[config.mk]
export PLATFORM = sky130hd
export DESIGN_NAME = sound_alarm_window_detector_flat
export DESIGN_NICKNAME = d
export VERILOG_FILES = /design/src/sawd_pkg.sv /design/src/sawd_in_if.sv /design/src/sawd_out_if.sv /design/src/sound_alarm_window_detector.sv /design/src/sawd_cell.sv /design/src/sawd_window.sv /design/src/sawd_cfg.sv /design/src/flat_wrapper.sv
export SDC_FILE = /design/constraint.sdc
export NUM_CORES = 1
export LEC_CHECK = 0
export BUFFER_PORTS_ARGS = -buffer_cell sky130_fd_sc_hd__buf_2
export CAP_MARGIN = 10
export CORE_MARGIN = 2
export CORE_UTILIZATION = 50
export CTS_CLUSTER_DIAMETER = 60
export DETAILED_ROUTE_END_ITERATION = 8
export MAX_ROUTING_LAYER = met4
export PLACE_DENSITY_LB_ADDON = 0.2
export SYNTH_ARGS = -nofsm -noshare
export SYNTH_HDL_FRONTEND = slang
export SYNTH_SLANG_ARGS = --single-unit
[constraint.sdc]
create_clock -name clk -period 21.1 [get_ports clk]
set_input_delay 1.055 -clock clk [delete_from_list [all_inputs] [get_ports clk]]
set_output_delay 1.055 -clock clk [all_outputs]
set_load 0.005 [all_outputs]
[src/sawd_pkg.sv]
// ----------------------------------------------------------------------------
// sawd_pkg
// Shared types and constants for the sound alarm window detector.
// ----------------------------------------------------------------------------
package sawd_pkg;

  localparam int WINDOW_DEF = 40;

  localparam int LEVEL_W    = 8;
  localparam int TIME_W     = 32;
  localparam int INTERVAL_W = 16;
  localparam int LSUM_W     = 14;
  localparam logic [LSUM_W-1:0] LSUM_MAX = {LSUM_W{1'b1}};

  // APB
  localparam int CFG_AW = 4;
  localparam int CFG_DW = 32;

  // register indexes (paddr[3:2])
  localparam logic [1:0] REG_MEAN     = 2'd0;
  localparam logic [1:0] REG_PEAK     = 2'd1;
  localparam logic [1:0] REG_INTERVAL = 2'd2;

  localparam logic [LEVEL_W-1:0]    MEAN_RST     = 8'd25;
  localparam logic [LEVEL_W-1:0]    PEAK_RST     = 8'd70;
  localparam logic [INTERVAL_W-1:0] INTERVAL_RST = 16'd50;

  typedef struct packed {
    logic [LEVEL_W-1:0]    mean;
    logic [LEVEL_W-1:0]    peak;
    logic [INTERVAL_W-1:0] interval;
    logic                  clr;    // pulse: window clear on register write
  } sawd_cfg_t;

endpackage

[src/sawd_in_if.sv]
// ----------------------------------------------------------------------------
// sawd_in_if
// Input channel: timer value and sound level, valid/ready handshake.
// ----------------------------------------------------------------------------
interface sawd_in_if;
  logic        valid;
  logic        ready;
  logic [31:0] now_ms;
  logic [7:0]  sound_level;

  modport source (output valid, output now_ms, output sound_level, input ready);
  modport sink   (input valid, input now_ms, input sound_level, output ready);
endinterface

[src/sawd_out_if.sv]
// ----------------------------------------------------------------------------
// sawd_out_if
// Result channel: alarm, sample flag and window sum, valid/ready handshake.
// ----------------------------------------------------------------------------
interface sawd_out_if;
  logic        valid;
  logic        ready;
  logic        alarm;
  logic        sample_taken;
  logic [13:0] level_sum;

  modport source (output valid, output alarm, output sample_taken, output level_sum,
                  input ready);
  modport sink   (input valid, input alarm, input sample_taken, input level_sum,
                  output ready);
endinterface

[src/sound_alarm_window_detector.sv]
// ----------------------------------------------------------------------------
// sound_alarm_window_detector
// Moving window mean and peak threshold detector for a sound level stream.
// ----------------------------------------------------------------------------
// Takes one input transaction per clock and returns one result per input,
// registered, in the cycle after acceptance; throughput stays at one per cycle
// while the result side keeps up. Samples spaced by more than
// sample_interval_ms enter a shift line of WINDOW cells; the oldest one
// drops out of the last cell, and the running sum and the count of samples
// above peak_threshold are corrected in the same cycle. The alarm is
// sum > mean_threshold*WINDOW with at least one sample above the peak.
// Reset clears the window at once (no sweep); any write to a defined
// register also clears it in the cycle of the write. level_sum saturates at
// 16383 when WINDOW makes the exact sum wider than 14 bits.
// ----------------------------------------------------------------------------
module sound_alarm_window_detector #(
  parameter int WINDOW = sawd_pkg::WINDOW_DEF
) (
  input  logic                        clk,
  input  logic                        rst_n,
  sawd_in_if.sink                     in_if,
  sawd_out_if.source                  out_if,
  input  logic                        psel,
  input  logic                        penable,
  input  logic                        pwrite,
  input  logic [sawd_pkg::CFG_AW-1:0] paddr,
  input  logic [sawd_pkg::CFG_DW-1:0] pwdata,
  output logic [sawd_pkg::CFG_DW-1:0] prdata,
  output logic                        pready
);

  localparam int SUM_W = $clog2(WINDOW*255+1);
  localparam int CNT_W = $clog2(WINDOW+1);

  sawd_pkg::sawd_cfg_t cfg;
  logic [SUM_W-1:0]    mean_lim;

  logic [sawd_pkg::TIME_W-1:0]  last_r, last_nxt;
  logic [SUM_W-1:0]             sum_r, sum_nxt, sum_new;
  logic [CNT_W-1:0]             cnt_r, cnt_nxt, cnt_new;
  logic [sawd_pkg::LEVEL_W-1:0] oldest;
  logic [sawd_pkg::TIME_W-1:0]  elapsed;
  logic [31:0]                  sum_ext;
  logic                         acc, take, old_hi, new_hi, alarm_c;

  logic                         ovld_r, ovld_nxt;
  logic                         alarm_r, taken_r;
  logic [sawd_pkg::LSUM_W-1:0]  lsum_r, lsum_c;

  sawd_cfg #(.WINDOW(WINDOW)) u_cfg (
    .clk      (clk),
    .rst_n    (rst_n),
    .psel     (psel),
    .penable  (penable),
    .pwrite   (pwrite),
    .paddr    (paddr),
    .pwdata   (pwdata),
    .prdata   (prdata),
    .pready   (pready),
    .cfg      (cfg),
    .mean_lim (mean_lim)
  );

  assign in_if.ready = !ovld_r || out_if.ready;
  assign acc         = in_if.valid && in_if.ready;

  assign elapsed = in_if.now_ms - last_r;
  assign take    = elapsed > sawd_pkg::TIME_W'(cfg.interval);

  sawd_window #(.WINDOW(WINDOW)) u_window (
    .clk    (clk),
    .rst_n  (rst_n),
    .clr    (cfg.clr),
    .shift  (acc && take),
    .d_in   (in_if.sound_level),
    .oldest (oldest)
  );

  assign old_hi = oldest > cfg.peak;
  assign new_hi = in_if.sound_level > cfg.peak;

  always_comb begin
    sum_new = sum_r;
    cnt_new = cnt_r;
    if (take) begin
      sum_new = sum_r - SUM_W'(oldest) + SUM_W'(in_if.sound_level);
      cnt_new = cnt_r - CNT_W'(old_hi) + CNT_W'(new_hi);
    end
  end

  assign alarm_c = (sum_new > mean_lim) && (cnt_new != '0);
  assign sum_ext = 32'(sum_new);
  assign lsum_c  = (sum_ext > 32'(sawd_pkg::LSUM_MAX)) ? sawd_pkg::LSUM_MAX
                                                        : sum_ext[sawd_pkg::LSUM_W-1:0];

  always_comb begin
    sum_nxt  = sum_r;
    cnt_nxt  = cnt_r;
    last_nxt = last_r;
    if (cfg.clr) begin
      sum_nxt = '0;
      cnt_nxt = '0;
    end else if (acc && take) begin
      sum_nxt  = sum_new;
      cnt_nxt  = cnt_new;
      last_nxt = in_if.now_ms;
    end
  end

  always_comb begin
    ovld_nxt = ovld_r;
    if (acc) begin
      ovld_nxt = 1'b1;
    end else if (out_if.ready) begin
      ovld_nxt = 1'b0;
    end
  end

  always_ff @(posedge clk) begin
    if (!rst_n) begin
      sum_r  <= '0;
      cnt_r  <= '0;
      last_r <= '0;
      ovld_r <= 1'b0;
    end else begin
      sum_r  <= sum_nxt;
      cnt_r  <= cnt_nxt;
      last_r <= last_nxt;
      ovld_r <= ovld_nxt;
    end
  end

  always_ff @(posedge clk) begin
    if (acc) begin
      alarm_r <= alarm_c;
      taken_r <= take;
      lsum_r  <= lsum_c;
    end
  end

  assign out_if.valid        = ovld_r;
  assign out_if.alarm        = alarm_r;
  assign out_if.sample_taken = taken_r;
  assign out_if.level_sum    = lsum_r;

  // count of loud samples can never exceed the window depth
  a_cnt_bound: assert property (@(posedge clk) disable iff (!rst_n)
    cnt_r <= CNT_W'(WINDOW))
    else $error("loud sample count above window depth");

  // window sum stays within what WINDOW samples can hold
  a_sum_bound: assert property (@(posedge clk) disable iff (!rst_n)
    32'(sum_r) <= 32'(WINDOW * 255))
    else $error("window sum out of range");

  // a register write empties the window statistics
  a_clr: assert property (@(posedge clk) disable iff (!rst_n)
    cfg.clr |=> (sum_r == '0) && (cnt_r == '0))
    else $error("window not cleared after register write");

  // a stored sample records its timestamp
  a_time: assert property (@(posedge clk) disable iff (!rst_n)
    (acc && take && !cfg.clr) |=> (last_r == $past(in_if.now_ms)))
    else $error("sample time not recorded");

endmodule

[src/sawd_cell.sv]
// ----------------------------------------------------------------------------
// sawd_cell
// One window slot: holds a sample, loads its neighbor's value on shift.
// ----------------------------------------------------------------------------
module sawd_cell (
  input  logic                        clk,
  input  logic                        rst_n,
  input  logic                        clr,
  input  logic                        shift,
  input  logic [sawd_pkg::LEVEL_W-1:0] d,
  output logic [sawd_pkg::LEVEL_W-1:0] q
);

  logic [sawd_pkg::LEVEL_W-1:0] q_r;

  always_ff @(posedge clk) begin
    if (!rst_n || clr) begin
      q_r <= '0;
    end else if (shift) begin
      q_r <= d;
    end
  end

  assign q = q_r;

endmodule

[src/sawd_window.sv]
// ----------------------------------------------------------------------------
// sawd_window
// Shift line of WINDOW cells; the last cell holds the oldest sample.
// ----------------------------------------------------------------------------
module sawd_window #(
  parameter int WINDOW = sawd_pkg::WINDOW_DEF
) (
  input  logic                         clk,
  input  logic                         rst_n,
  input  logic                         clr,
  input  logic                         shift,
  input  logic [sawd_pkg::LEVEL_W-1:0] d_in,
  output logic [sawd_pkg::LEVEL_W-1:0] oldest
);

  logic [sawd_pkg::LEVEL_W-1:0] tap [WINDOW+1];

  assign tap[0] = d_in;

  for (genvar i = 0; i < WINDOW; i++) begin : g_cell
    sawd_cell u_cell (
      .clk   (clk),
      .rst_n (rst_n),
      .clr   (clr),
      .shift (shift),
      .d     (tap[i]),
      .q     (tap[i+1])
    );
  end

  assign oldest = tap[WINDOW];

endmodule

[src/sawd_cfg.sv]
// ----------------------------------------------------------------------------
// sawd_cfg
// APB register file: thresholds, sample interval, scaled mean threshold.
// ----------------------------------------------------------------------------
module sawd_cfg #(
  parameter int WINDOW = sawd_pkg::WINDOW_DEF
) (
  input  logic                        clk,
  input  logic                        rst_n,
  input  logic                        psel,
  input  logic                        penable,
  input  logic                        pwrite,
  input  logic [sawd_pkg::CFG_AW-1:0] paddr,
  input  logic [sawd_pkg::CFG_DW-1:0] pwdata,
  output logic [sawd_pkg::CFG_DW-1:0] prdata,
  output logic                        pready,
  output sawd_pkg::sawd_cfg_t         cfg,
  output logic [$clog2(WINDOW*255+1)-1:0] mean_lim
);

  localparam int SUM_W = $clog2(WINDOW*255+1);
  localparam logic [SUM_W-1:0] WIN_C = SUM_W'(WINDOW);

  logic [sawd_pkg::LEVEL_W-1:0]    mean_r, mean_nxt;
  logic [sawd_pkg::LEVEL_W-1:0]    peak_r, peak_nxt;
  logic [sawd_pkg::INTERVAL_W-1:0] interval_r, interval_nxt;
  logic [SUM_W-1:0]                lim_r, lim_nxt;
  logic [1:0]                      idx;
  logic                            wr, hit;

  assign idx    = paddr[3:2];
  assign wr     = psel && penable && pwrite;
  assign pready = 1'b1;

  always_comb begin
    mean_nxt     = mean_r;
    peak_nxt     = peak_r;
    interval_nxt = interval_r;
    lim_nxt      = lim_r;
    hit          = 1'b0;
    if (wr) begin
      unique case (idx)
        sawd_pkg::REG_MEAN: begin
          mean_nxt = pwdata[7:0];
          lim_nxt  = SUM_W'(pwdata[7:0]) * WIN_C;
          hit      = 1'b1;
        end
        sawd_pkg::REG_PEAK: begin
          peak_nxt = pwdata[7:0];
          hit      = 1'b1;
        end
        sawd_pkg::REG_INTERVAL: begin
          interval_nxt = pwdata[15:0];
          hit          = 1'b1;
        end
        default: hit = 1'b0;
      endcase
    end
  end

  always_ff @(posedge clk) begin
    if (!rst_n) begin
      mean_r     <= sawd_pkg::MEAN_RST;
      peak_r     <= sawd_pkg::PEAK_RST;
      interval_r <= sawd_pkg::INTERVAL_RST;
      lim_r      <= SUM_W'(sawd_pkg::MEAN_RST) * WIN_C;
    end else begin
      mean_r     <= mean_nxt;
      peak_r     <= peak_nxt;
      interval_r <= interval_nxt;
      lim_r      <= lim_nxt;
    end
  end

  always_comb begin
    unique case (idx)
      sawd_pkg::REG_MEAN:     prdata = sawd_pkg::CFG_DW'(mean_r);
      sawd_pkg::REG_PEAK:     prdata = sawd_pkg::CFG_DW'(peak_r);
      sawd_pkg::REG_INTERVAL: prdata = sawd_pkg::CFG_DW'(interval_r);
      default:                prdata = '0;
    endcase
  end

  // clear pulses in the write cycle; window logic reacts at the same edge
  assign cfg.mean     = mean_r;
  assign cfg.peak     = peak_r;
  assign cfg.interval = interval_r;
  assign cfg.clr      = hit;
  assign mean_lim     = lim_r;

endmodule
[src/flat_wrapper.sv]
// flat-port wrapper written by rule: the top's interface ports become plain ports
module sound_alarm_window_detector_flat 
#(
  parameter int WINDOW = sawd_pkg::WINDOW_DEF
)
  (clk, rst_n, psel, penable, pwrite, paddr, pwdata, prdata, pready, in_if_valid, in_if_now_ms, in_if_sound_level, in_if_ready, out_if_valid, out_if_alarm, out_if_sample_taken, out_if_level_sum, out_if_ready);
  sawd_in_if in_if_i ();
  sawd_out_if out_if_i ();
  input  logic clk;
  input  logic rst_n;
  input  logic psel;
  input  logic penable;
  input  logic pwrite;
  input  logic [sawd_pkg::CFG_AW-1:0] paddr;
  input  logic [sawd_pkg::CFG_DW-1:0] pwdata;
  output logic [sawd_pkg::CFG_DW-1:0] prdata;
  output logic pready;
  input wire logic [$bits(in_if_i.valid)-1:0] in_if_valid;
  input wire logic [$bits(in_if_i.now_ms)-1:0] in_if_now_ms;
  input wire logic [$bits(in_if_i.sound_level)-1:0] in_if_sound_level;
  output wire logic [$bits(in_if_i.ready)-1:0] in_if_ready;
  output wire logic [$bits(out_if_i.valid)-1:0] out_if_valid;
  output wire logic [$bits(out_if_i.alarm)-1:0] out_if_alarm;
  output wire logic [$bits(out_if_i.sample_taken)-1:0] out_if_sample_taken;
  output wire logic [$bits(out_if_i.level_sum)-1:0] out_if_level_sum;
  input wire logic [$bits(out_if_i.ready)-1:0] out_if_ready;
  assign in_if_i.valid = in_if_valid;
  assign in_if_i.now_ms = in_if_now_ms;
  assign in_if_i.sound_level = in_if_sound_level;
  assign in_if_ready = in_if_i.ready;
  assign out_if_valid = out_if_i.valid;
  assign out_if_alarm = out_if_i.alarm;
  assign out_if_sample_taken = out_if_i.sample_taken;
  assign out_if_level_sum = out_if_i.level_sum;
  assign out_if_i.ready = out_if_ready;
  sound_alarm_window_detector #(.WINDOW(WINDOW)) u_core (.clk(clk), .rst_n(rst_n), .in_if(in_if_i), .out_if(out_if_i), .psel(psel), .penable(penable), .pwrite(pwrite), .paddr(paddr), .pwdata(pwdata), .prdata(prdata), .pready(pready));
endmodule
# == Yosys cells after proc, flatten, opt, wreduce, memory -nomap -nowiden ==
# Index checks and enable logic that the tools add are counted.
# totals
inputBits,83
reg_bits,432
# op_classes
magnitude_cmp,5
n_eq_ne,2
n_reduce_logical,18
mul,1
addsub,5
mux,7
bitwise,2
# op_table
cell,count
16-bit one-hot mux with 3 select lines,1
32-bit by 16-bit greater-than comparator with 1-bit output,1
32-bit subtractor,1
8-bit greater-than comparator,2
14-bit by 8-bit adder with 14-bit output,1
14-bit greater-than comparator,1
"14-bit greater-than comparator, second input constant",1
14-bit 2-to-1 mux,1
14-bit by 8-bit subtractor with 14-bit output,1
"8-bit by 3-bit multiplier with 11-bit output, second input constant",1
2-bit AND reduction,4
6-bit by 1-bit adder with 6-bit output,1
6-bit 2-to-1 mux,1
6-bit nonzero test,1
6-bit by 1-bit subtractor with 6-bit output,1
1-bit logical AND,5
1-bit 2-to-1 mux,4
3-bit OR reduction,1
"2-bit by 1-bit == test with 1-bit output, second input constant",1
"2-bit == test, second input constant",1
1-bit zero test,2
2-bit zero test,1
1-bit logical OR,2
1-bit inverter,2
other kinds (2),2

# == Logic depth before layout (Yosys ltp) ==
# Gate-level depths: netlist of the first run.
# depth
depth_word,6
depth_mapped,37

# == Hierarchy ==
# A second synthesis of the first run with hierarchy kept.
# hier_totals
cells_unflattened,2278
hier_area_um2,21227.9
# modules_own_cells
module,area_each_um2,seq_area_each_um2,cells_per_inst,n_inst
sawd_cell,292.8,160.2,27,40
sound_alarm_window_detector,7290.7,1541.5,916,1
sawd_cfg,2225.9,820.8,282,1

# == Worst setup path before layout of the first run ==
# Ideal clock, no wire load.
# synth_timing
path_type,input-to-reg
start,in in_if_now_ms[1]
end,reg u_core.alarm_r (netlist: u_core.out_if.alarm) (data pin)
path_slack_ns,13.775
arrival_ns,7.064
path_stages,35
path_cell_list,ha_1 -> nor2b_1 -> o31a_1 -> o211ai_1 -> nand2_1 -> and2_1 -> o21ai_0 -> nand2b_1 -> a21oi_1 -> o21bai_1 -> xor2_1 -> ha_1 -> nand4_1 -> nor2_1 -> a221o_1 -> o31a_1 -> nor4_1 -> o2111ai_1 -> or4b_1 -> a2111o_1 -> clkbuf_1 -> o21ai_0 -> o21ai_1 -> ha_1 -> nor2b_1 -> o21a_1 -> o21a_1 -> o21a_1 -> o21a_1 -> o21ai_0 -> nand2b_1 -> a21oi_1 -> nor2b_1 -> o211ai_1 -> a21oi_1
# synth_via
elab_chain_len,5
elab_cells_between_ends,7
# synth_rtl
item,line,rtl
start: declaration,flat_wrapper.sv:19,input wire logic [$bits(in_if_i.now_ms)-1:0] in_if_now_ms;
32-bit subtractor,sound_alarm_window_detector.sv:67,assign elapsed = in_if.now_ms - last_r;
32-bit by 16-bit greater-than comparator with 1-bit output,sound_alarm_window_detector.sv:68,assign take = elapsed > sawd_pkg::TIME_W'(cfg.interval);
14-bit 2-to-1 mux,sound_alarm_window_detector.sv:85,if (take) begin
named net u_core.sum_new[4],sound_alarm_window_detector.sv:39,"logic [SUM_W-1:0] sum_r, sum_nxt, sum_new;"
14-bit greater-than comparator,sound_alarm_window_detector.sv:91,assign alarm_c = (sum_new > mean_lim) && (cnt_new != '0);
1-bit logical AND,sound_alarm_window_detector.sv:91,
named net u_core.alarm_c,sound_alarm_window_detector.sv:44,"logic acc, take, old_hi, new_hi, alarm_c;"
end signal: assignment,sound_alarm_window_detector.sv:135,alarm_r <= alarm_c;
end: declaration,sound_alarm_window_detector.sv:47,"logic alarm_r, taken_r;"
# The timed path passes the listed nets, and every way through them passes these cells.
# A chain may end at the register's enable or synchronous reset.

# == Final worst setup path of the first run ==
# layout_timing
start,in in_if_now_ms[1]
end,"reg u_core.u_window.g_cell[35].u_cell.q_r, in the netlist u_core.u_window.g_cell[35].u_cell.q[0]"
# layout_via
elab_chain_len,3
# layout_rtl
item,line,rtl
32-bit subtractor,sound_alarm_window_detector.sv:67,
32-bit by 16-bit greater-than comparator with 1-bit output,sound_alarm_window_detector.sv:68,
1-bit logical AND,sound_alarm_window_detector.sv:74,".shift (acc && take),"
end signal: assignment,sawd_cell.sv:18,q_r <= '0;
end signal: assignment,sawd_cell.sv:20,q_r <= d;
end: declaration,sawd_cell.sv:14,logic [sawd_pkg::LEVEL_W-1:0] q_r;
# Every way passes these cells.

==> results of run 1 <==
[layout make-up]
class / instances / area (um2)
timing repair buffer: 111 / 613
tap: 532 / 666
clock buffer: 69 / 1340
inverter: 127 / 477
sequential: 430 / 8770
clock inverter: 15 / 130
fill: 3815 / 18500
multi-input combinational: 1844 / 10600
[synthesized netlist by cell type, drive strengths merged, types with 23 or more instances]
library cell,number
a21oi,59
ha,106
mux2i,54
a21o,27
dfxtp,414
buf,69
o21ai,397
nand3,356
clkbuf,138
xnor2,23
inv,127
nor2,47
nand2,483
[sequential cells by signal, indices dropped and copies added (netlist names)]
signal,cells
u_core.cnt_r,6
u_core.out_if.valid,1
u_core.sum_r,14
u_core.out_if.level_sum,14
u_core.last_r,32
u_core.out_if.sample_taken,1
u_core.u_window.g_cell.u_cell.q,320
u_core.u_cfg.peak_r,8
u_core.u_cfg.mean_r,8
u_core.u_cfg.interval_r,16
u_core.out_if.alarm,1
u_core.u_cfg.mean_lim,9
[worst max-delay path by stage]
stage | from | to | slack [ns]
floorplan | in_if_now_ms[1] | u_core.out_if.alarm | 13.78
global placement | in_if_now_ms[1] | u_core.out_if.alarm | 12.20
detailed placement | in_if_now_ms[1] | u_core.u_window.g_cell[10].u_cell.q[1] | 12.12
CTS | in_if_now_ms[1] | u_core.u_window.g_cell[10].u_cell.q[1] | 12.79
global route | in_if_now_ms[1] | u_core.u_window.g_cell[10].u_cell.q[1] | 12.03
finish | in_if_now_ms[1] | u_core.u_window.g_cell[35].u_cell.q[0] | 12.71
[through the flow]
stage / instances / utilization / worst slack (ns)
final: 3128 / 0.550 / 12.71
after detailed placement: 3044 / 0.514 / 12.12
after floorplan: 2608 / - / 13.78
after global routing: 3128 / 0.550 / 12.03
after global placement: 3044 / 0.514 / 12.20
after CTS: 3128 / 0.550 / 12.79
[cells by family after synthesis]
| group | Yosys count | share of synthesized area |
|---|---|---|
| other | 2 | 0.000360 |
| AND/OR/NAND/NOR | 1012 | 0.219 |
| adder cells (fa/ha/maj) | 117 | 0.0740 |
| buffers and inverters | 334 | 0.0788 |
| XOR/XNOR | 41 | 0.0172 |
| multiplexers | 57 | 0.0275 |
| AO/OA/AOI/OAI | 600 | 0.163 |
| flip-flops | 430 | 0.420 |
[worst register-to-register path, cell delays in order, from the launching register on]
cell and delay, ns:
dfxtp_1 0.37, inv_1 0.06, ha_1 0.26, nor2b_1 0.13, o31a_1 0.29, o211ai_1 0.24, nand2_1 0.10, and2_1 0.20
o21ai_0 0.18, nand2b_1 0.12, a21oi_1 0.15, o21bai_1 0.09, xor2_1 0.16, ha_1 0.31, nand4_1 0.15, nor4_1 0.42
nand4_1 0.14, o31a_1 0.16, nor4_1 0.30, o2111ai_1 0.17, or4b_1 0.53, a2111o_1 0.63, o21ai_4 0.67, buf_12 0.72
buf_4 1.23, o21ai_0 0.26
[power by group through the flow]
| stage | registers (mW) | clock network (mW) | logic [mW] |
|---|---|---|---|
| finish | 0.870 | 0.781 | 0.472 |
| global route | 0.873 | 0.838 | 0.533 |
| CTS | 0.870 | 0.806 | 0.473 |
| detailed placement | 0.888 | 0 | 0.470 |
| global placement | 0.886 | 0 | 0.459 |
| floorplan | 0.887 | 0 | 0.360 |
[routing by layer]
layer / vias up / part of all wire
met5: - / 0
met2: 244 / 0.46
li1: 8791 / -
met3: 73 / 0.042
met4: 0 / 0.023
met1: 7578 / 0.48
==> results by group, run 1 <==
Run status
  – Status: finished, final reports clean

Worst setup path
  – Worst Path Required: 21.51 ns
  – R2r endpoint: u_core.u_window.g_cell[35].u_cell.q[0]
  – Largest delay share family, worst path: compound AO/OA/AOI/OAI gates
  – Worst r2r path cells: 25
  – Kind of start point of the critical path: input pin
  – Kind of critical path: in -> reg
  – CP max stage delay: 0.99 ns
  – R2R setup slack: 12.91 ns
  – Crit path capture type: flop
  – Critical-path maximum fanout: 281
  – Worst reg2reg startpoint: u_core.last_r[1]
  – CP Depth: 25
  – Crit path DAT: 8.80 ns
  – Max stage delay cell, worst path: buf_4
  – Crit path buffers/inverters: 3

Placement
  – Port Buffers: 98
  – Routability Congestion: 0.901
  – DP HPWL: 28000 um
  – Placed inst area: 0.0211 mm2

STA
  – Max Slew Vio Count: 0
  – Period utilisation layout: 0.398
  – Final-report hold violation count: 0
  – Worst Tran Pin Value: 1.19 ns
  – Post-Route Hold Slack: 0.430 ns
  – Skew final: 0.0148 ns
  – Tmin final: 8.39 ns
  – Fmax: 119 MHz
  – RSZ-0062 raised after global routing: no
  – Setup violators final: 0
  – Slew headroom: 0.205
  – Setup TNS: 0 ns

Clocking
  – H-tree depth reported by CTS: 2
  – CTS tree: done
  – Clock latency on the worst-skew pair: 0.59 ns
  – Post_cts resized: 0
  – Maximum buffer depth of the clock tree: 3
  – CTS clk-pin slew, worst paths: 0.06 ns
  – Hold buffers post-CTS: 0
  – Post CTS Setup Buffer Count: 0
  – Clock sink count: 430
  – CTS root buf: clkbuf_16
  – Cts bufs inserted: 48

Yosys
  – Cells after Synth: 2593
  – Distinct cells, synth: 68
  – Mapped cell area: 0.0209 mm2
  – Leading area contributor after synthesis: dfxtp_1
  – Post-synth EDFFs: 16
  – Yosys warnings: 0
  – Post-synthesis async set-or-reset flop share: 0
  – Seq/Total Area, Yosys: 0.420
  – Yosys reg bits: 430
  – Mean post-synth cell area: 8.06 um2
  – Top cell type's share of synthesized area: 0.397
  – Dominant synthesized flop cell: dfxtp_1
  – Synth top area cells: dfxtp_1 (40%), nand2_1 (8.7%), nand3_1 (8.5%)

Power and ir drop
  – Register share of total power: 0.410
  – NetSw: 640 uW
  – Switching Share: 0.301
  – Internal: 1.48 mW
  – PD cells: 94.1 mW/mm2
  – VDD IR-drop max: 0.0602 mV
  – Combinational power share: 0.222
  – Pleak: 8.41 nW
  – Final Power: 2.12 mW
  – Clock power frac: 0.368

Min path
  – Hold path depth: 2
  – Hold_sp: u_core.u_window.g_cell[15].u_cell.q[5]
  – Hold path endpoint: u_core.u_window.g_cell[16].u_cell.q[5]
  – Hold Crit Class: reg -> reg

Routing
  – Routed Antenna Nets: 0
  – DR vias: 16.7k
  – Drt initial violations: 1037
  – Drt wl/cell: 13.4 um
  – Final wirelength: 42000 um
  – Drc violations: 0
  – First-pass DRT Iterations: 5
  – Via density: 5.33

Floorplanning
  – Initial Utilization: 0.509
  – Die H: 208 um
  – Total core area: 0.0410 mm2
  – IO Pins: 134
  – # rows: 74
  – Die ar.: 0.0434 mm2
  – Die X: 208 um

Global route
  – Gr usage total: 0.200
  – Antenna violations before repair: 0
  – Largest net degree at the start of global routing: 301
  – Grt total ovfl: 0
  – GRT met2 Usage: 0.313
  – Number of global-route vias before repair: 15.2k
  – First-pass GRT wire length: 72000 um
  – Global routing's busiest layer: met2
  – GR met3 Demand/Resource: 0.0353
  – Met1 Usage GRT: 0.265

Finish
  – Most frequent cells in the layout: nand2_1 (483), dfxtp_1 (414), nand3_1 (356)
  – Final Net Count: 2762
  – ANT cells: 0
  – Share of post-route cells with drive strength above 1: 0.0755
  – Commonest non-fill, non-tap cell in the layout: nand2_1
  – Layout Cell Area excl Fill: 0.0226 mm2
  – Area growth syn-to-layout: 7.96%

Flow run
  – MaxCap Viol Count: 0
No activity file was read; power rests on OpenSTA's default activity.
==> inputs of run 2 (changes only) <==
==> constraint.sdc (replaced) <==
create_clock -name clk -period 7.2 [get_ports clk]
set_input_delay 0.36 -clock clk [delete_from_list [all_inputs] [get_ports clk]]
set_output_delay 0.36 -clock clk [all_outputs]
set_load 0.005 [all_outputs]
==> results by group, run 2 (synthesis results as in run 1) <==
Run status
  – Status: finished, final reports clean

Clocking
  – H-tree depth reported by CTS: 2
  – CTS root buf: clkbuf_16
  – Cts bufs inserted: 47
  – Clock latency on the worst-skew pair: 0.59 ns
  – Clock sink count: 430
  – CTS clk-pin slew, worst paths: 0.06 ns
  – Maximum buffer depth of the clock tree: 3
  – CTS tree: done

Floorplanning
  – Total core area: 0.0410 mm2
  – Die H: 208 um
  – IO Pins: 134
  – Initial Utilization: 0.509
  – Die X: 208 um
  – # rows: 74
  – Die ar.: 0.0434 mm2

Finish
  – Max reg flops: 320
  – Commonest non-fill, non-tap cell in the layout: nand2_1
  – Most frequent cells in the layout: nand2_1 (483), dfxtp_1 (413), nand3_1 (356)
  – Final Util: 0.558
  – Final Net Count: 2778
  – Area growth syn-to-layout: 9.64%
  – Fillers: 3917
  – ANT cells: 0
  – Register area: 0.00877 mm2
  – Multi-input logic area: 0.0106 mm2
  – Share of post-route cells with drive strength above 1: 0.0880

Power and ir drop
  – Clock power frac: 0.373
  – Pleak: 8.57 nW
  – Register share of total power: 0.404
  – NetSw: 1.89 mW
  – Internal: 4.42 mW
  – Final Power: 6.31 mW
  – Switching Share: 0.299
  – Combinational power share: 0.223
  – VDD IR-drop max: 0.166 mV
  – PD cells: 276 mW/mm2

Routing
  – First-pass DRT Iterations: 5
  – Drt initial violations: 1011
  – Via density: 5.35
  – Drc violations: 0
  – DR vias: 16.8k
  – Final wirelength: 43700 um
  – Drt wl/cell: 13.9 um
  – Routed Antenna Nets: 0

STA
  – Slew headroom: 0.196
  – Setup ws final: 0.146 ns
  – Setup violators final: 0
  – Skew final: 0.0135 ns
  – Setup TNS: 0 ns
  – Max Slew Vio Count: 0
  – RSZ-0062 raised after global routing: yes
  – Fmax: 142 MHz
  – Worst Tran Pin Value: 1.20 ns
  – Post-Route Hold Slack: 0.0298 ns
  – Period utilisation layout: 0.980
  – Final-report hold violation count: 0
  – Tmin final: 7.05 ns

Min path
  – Hold_sp: in_if_valid
  – Hold Crit Class: in -> reg

Global route
  – Grt total ovfl: 0
  – First-pass GRT wire length: 73300 um
  – Number of global-route vias before repair: 15.2k
  – Antenna violations before repair: 0
  – Largest net degree at the start of global routing: 284
  – Gr usage total: 0.205

Worst setup path
  – Kind of start point of the critical path: flop
  – Crit path DAT: 7.39 ns
  – Most frequent CP cell: o21a_1
  – Worst Path Required: 7.53 ns
  – Worst reg2reg startpoint: u_core.last_r[1]
  – Worst r2r path cells: 35
  – CP Depth: 35
  – Max stage delay cell, worst path: a2111o_1
  – Crit path capture type: flop
  – R2R setup slack: 0.15 ns
  – Largest delay share family, worst path: compound AO/OA/AOI/OAI gates
  – Crit path buffers/inverters: 1
  – Critical-path maximum fanout: 3
  – Critical path endpoint: u_core.out_if.alarm
  – Crit path from: u_core.last_r[1]
  – Kind of critical path: reg -> reg
  – CP max stage delay: 0.53 ns
  – R2r endpoint: u_core.out_if.alarm

Flow run
  – MaxCap Viol Count: 0

Placement
  – Port Buffers: 98
  – DP HPWL: 29800 um
  – Dpl ws: -0.145 ns
  – Routability Congestion: 0.911
[run 2: power groups by stage]
stage                     clock [mW]  combinational, mW  sequential (mW)
after global routing            2.52               1.59             2.56
after detailed placement           0               1.38             2.60
final                           2.35               1.41             2.55
after global placement             0               1.36             2.60
after floorplan                    0               1.05             2.60
after CTS                       2.42               1.39             2.55
[run 2: timing repair]
action / in CTS / in global routing
pin swaps: 1 / 14
setup buffers: 1 / 2
endpoints found under the hold margin: 2 / 0
hold buffers: 2 / 0
endpoints found under the setup margin: 1 / 1
resized for setup: 3 / 19
[run 2: worst min-delay path by stage]
stage                                                        end  slack [ns]  depth (start not counted)
after detailed placement   u_core.u_window.g_cell[3].u_cell.q[7]        0.44                          2
after floorplan           u_core.u_window.g_cell[10].u_cell.q[7]        0.43                          2
after global placement     u_core.u_window.g_cell[1].u_cell.q[1]        0.43                          2
final                                        u_core.out_if.valid        0.03                          3
after CTS                             u_core.u_cfg.interval_r[8]      0.0008                          3
after global routing                           u_core.last_r[25]        0.02                          3
[run 2: worst register-to-register path, delay by kind of cell (launching register included)]
kind                       cells  cell delay (ns)
xor gates and xnor gates       1             0.16
and+or+nand+nor               11             1.75
adders and majority gates      3             0.84
DFF                            1             0.35
buffers and inverters          1             0.05
AOI/OAI and AO/OA             19             3.67
[run 2: area by class of cell]
cell class	count	area share
multi-input combinational	1844	0.463
sequential	430	0.383
clock buffer	73	0.0618
timing repair buffer	128	0.0367
tap	532	0.0291
inverter	127	0.0208
clock inverter	13	0.00530
[run 2: layer usage]
metal / vias to the layer above / share of wire / global-route usage
li1: 8824 / - / -
met1: 7703 / 0.49 / 0.276
met2: 241 / 0.45 / 0.318
met3: 76 / 0.039 / 0.0293
met4: 0 / 0.026 / 0.0643
met5: - / 0 / -
[run 2: stage by stage]
| step | instance area (um2) | instances |
|---|---|---|
| 3_5_place_dp | 21300 | 3056 |
| 3_3_place_gp | 21300 | 3056 |
| 2_1_floorplan | 20900 | 2608 |
| 5_1_grt | 22900 | 3147 |
| 4_1_cts | 22800 | 3145 |
| 6_report | 22900 | 3147 |
